<file path="config.mk">
export PLATFORM = sky130hd
export DESIGN_NAME = salc_ram
export DESIGN_NICKNAME = d
export VERILOG_FILES = /design/src/salc_ram.sv
export SDC_FILE = /design/constraint.sdc
export NUM_CORES = 1
export LEC_CHECK = 0
export BUFFER_PORTS_ARGS = -buffer_cell sky130_fd_sc_hd__clkbuf_2
export CAP_MARGIN = 10
export CORE_MARGIN = 2
export CORE_UTILIZATION = 65
export DETAILED_ROUTE_END_ITERATION = 10
export HOLD_SLACK_MARGIN = 0.15
export MAX_ROUTING_LAYER = met4
export PLACE_DENSITY_LB_ADDON = 0.15
export SLEW_MARGIN = 20
export SYNTH_ARGS = -nofsm -noshare
export SYNTH_HDL_FRONTEND = slang
export SYNTH_SLANG_ARGS = --single-unit
</file>
<file path="constraint.sdc">
create_clock -name clk_i -period 4.4 [get_ports clk_i]
set_input_delay 0.22 -clock clk_i [delete_from_list [all_inputs] [get_ports clk_i]]
set_output_delay 0.22 -clock clk_i [all_outputs]
set_load 0.02 [all_outputs]
</file>
<file path="src/salc_ram.sv">
`default_nettype none

module salc_ram #(
  parameter int unsigned WIDTH = 8,
  parameter int unsigned DEPTH = 16
) (
  input  wire logic                                    clk_i,
  input  wire logic                                    re_i,
  input  wire logic                                    we_i,
  input  wire logic [((DEPTH > 1) ? $clog2(DEPTH) : 1)-1:0] addr_i,
  input  wire logic [WIDTH-1:0]                        wdata_i,
  output logic      [WIDTH-1:0]                        rdata_o
);

  logic [WIDTH-1:0] mem_q [DEPTH];

  always_ff @(posedge clk_i) begin
    if (we_i) begin
      mem_q[addr_i] <= wdata_i;
    end
    if (re_i) begin
      rdata_o <= mem_q[addr_i];
    end
  end

endmodule

`default_nettype wire

</file>
==> summary.txt <==
Run status -> finished clean
TritonCTS clock tree -> built
Resized cells post-CTS -> 0
Minimum clock period -> 2000 ps
Worst EP required -> 4660 ps
Max Slew Vio Count -> 0
Worst setup path category -> in2reg
Root Buffer -> clkbuf_8
Post-place setup slack -> 1860 ps
Slew margin rel. -> 31.8%
Via density -> 6.73
CTS Buf Count -> 17
CP Capture Type -> flop
Area Overhead vs Synth -> 16.7%
Post-DP HPWL -> 5.84 mm
VDD IR max -> 369 uV
Synth Area in XOR/XNOR -> 0%
Fraction of layout cells with a size suffix above 1 -> 32.7%
GRT overflow -> 0
Synth Area per Inst -> 22.4 um^2
Core ar. -> 0.00769 mm^2
Max Cap Viol -> 0
Row count -> 32
Final period util -> 45.4%
Clk_lat worst skew -> 510 ps
# H-tree levels -> 4
Critical Path AT -> 2260 ps
Setup-failing EPs final -> 0
Syn Std Cell Area -> 0.00515 mm^2
Clock skew -> 10.9 ps
Synth top area share -> 79.3%
Vias post-DR -> 2556
Post-synth top cells -> edfxtp_1 (136), mux4_2 (32), a22oi_1 (16), nor2_1 (13), nand2_1 (9)
Synthesis-stage register bit count -> 136
Overall Global Routing Usage -> 28.6%
Compound-Gate Fraction of Synth Area -> 2.33%
Nets -> 280
Most used DFF post-synth -> edfxtp_1
Die Ht -> 93.0 um
DR WL/cell -> 28.5 um
Yosys warning total -> 0
Number of global-route vias before repair -> 2518
Iter 0 DRT Violations -> 381
Port-buffer cells -> 22
FMAX -> 0.500 GHz
Lkg Pwr -> 0.00196 uW
Pwr per Cell Area -> 520 mW/mm^2
Worst min path class -> in2reg
Sequential-to-total area share from yosys stat -> 79.3%
Antenna cells -> 0
Post-synthesis cell type count -> 17
Antenna violations before repair -> 0
Largest net degree at the start of global routing -> 40
Post-synth ARST share -> 0%
Tightest Pin Transition -> 1020 ps
Synth area leader -> edfxtp_1
Post-synth EDFFs -> 136
Largest family of logic cells by synthesized area -> multiplexers
Worst Slack Setup Final -> 2400 ps
Global-route wire length before repair -> 16.1 mm
CTS max path bufs -> 2
WHS -> 191 ps
Drt drc -> 0
Post-route ant nets -> 0
Final hold violations -> 0
Initial Util -> 67.0%
CP Launch Type -> input port
Clock sink total -> 136
Simple-gate area share of the yosys netlist -> 3.16%
Area share of fa/ha/maj cells after synthesis -> 0%
I/O pin total -> 23
CP max FO -> 29
RSZ-0062 raised after global routing -> no
Clock transition at the registers of the reported paths -> 60 ps
Filler instances -> 392
Total die area -> 0.00865 mm^2
Drt total wl -> 10.8 mm
Top cells by area, synth -> edfxtp_1 (79%), mux4_2 (14%), a22oi_1 (2.3%), nor2_1 (0.95%), nand2_1 (0.66%)
Syn Nets -> 245
Die Width -> 93.0 um
Routability cong. -> 0.890
Cells after synthesis -> 230
Most frequent cell after synthesis -> edfxtp_1
Setup_tns -> 0 ps
Mux cell area share after synthesis -> 14.0%
1st-pass router iterations -> 6
[final cells by class]
cell class,count,area (um^2),area share [%]
tap,102,128,2.12
multi-input combinational,83,1010,16.8
clock buffer,18,418,6.96
clock inverter,14,220,3.67
timing repair buffer,27,150,2.50
sequential,136,4080,68.0
[per-layer routing]
layer  global-route usage, %  up-vias  routed length, um  share of wire [%]
met5                       -        -                  0                  0
met4                    6.62        0                167                1.5
met1                    41.4     1350               4330                 40
met2                    43.2      151               5460                 50
li1                        -     1042                  -                  -
met3                    6.77       13                855                7.9
[power by group]
group | total, uW | internal [uW] | leakage [uW] | switching (uW)
combinational | 142 | 52.3 | 0.000427 | 89.3
clock | 1510 | 982 | 0.000298 | 531
sequential | 1470 | 1460 | 0.00124 | 11.1
total | 3130 | 2490 | 0.00196 | 632
[critical path, cell delays in order]
cell      delay (ps)
clkbuf_2         750
buf_4            390
mux4_2           540
a22oi_1          250
nand2_1          100
[through the flow]
stage	cell area [um^2]	util, %	power (uW)	instances
final	6010	78.2	3130	380
after global routing	6010	78.2	3200	380
after CTS	6010	78.2	3130	380
after detailed placement	5360	69.7	1630	347
after global placement	5360	69.7	1630	347
after floorplan	5150	-	1580	230
[flip-flops by register name, indices dropped and copies added (netlist names)]
name     cells
mem_q      128
rdata_o      8
[placed cells by master (no fill, tap or decap), types with 2 or more instances in the layout]
master	n
clkbuf_2	22
buf_4	4
bufinv_16	5
clkinvlp_4	4
clkbuf_16	16
nand2_1	9
nor2_1	13
nor3_1	3
nor2b_1	2
inv_6	3
nand3b_1	2
mux4_2	32
nand2b_1	2
edfxtp_1	136
a22oi_1	16
[repair_timing]
action,in CTS,in global routing
buffers inserted,0,0
hold buffers,1,0
hold endpoints to repair,8,0
[cell families (layout without fill, tap and decap cells)]
| logic type | after synthesis | in the layout |
|---|---|---|
| AND/OR/NAND/NOR | 35 | 35 |
| AO/OA/AOI/OAI | 16 | 16 |
| flip-flops | 136 | 136 |
| multiplexers | 32 | 32 |
| buffers and inverters | 11 | 59 |
[final timing paths]
kind | end | depth (start not counted) | slack (ps) | from
worst max-delay path | rdata_o[4] | 5 | 2400 | addr_i[0]
worst min register to register | rdata_o[0] | 3 | 770 | mem_q[15][0]
worst min-delay path | mem_q[8][4] | 1 | 190 | wdata_i[4]
worst max register to register | rdata_o[0] | 3 | 2810 | mem_q[2][0]
No activity file was read; power rests on OpenSTA's default activity.
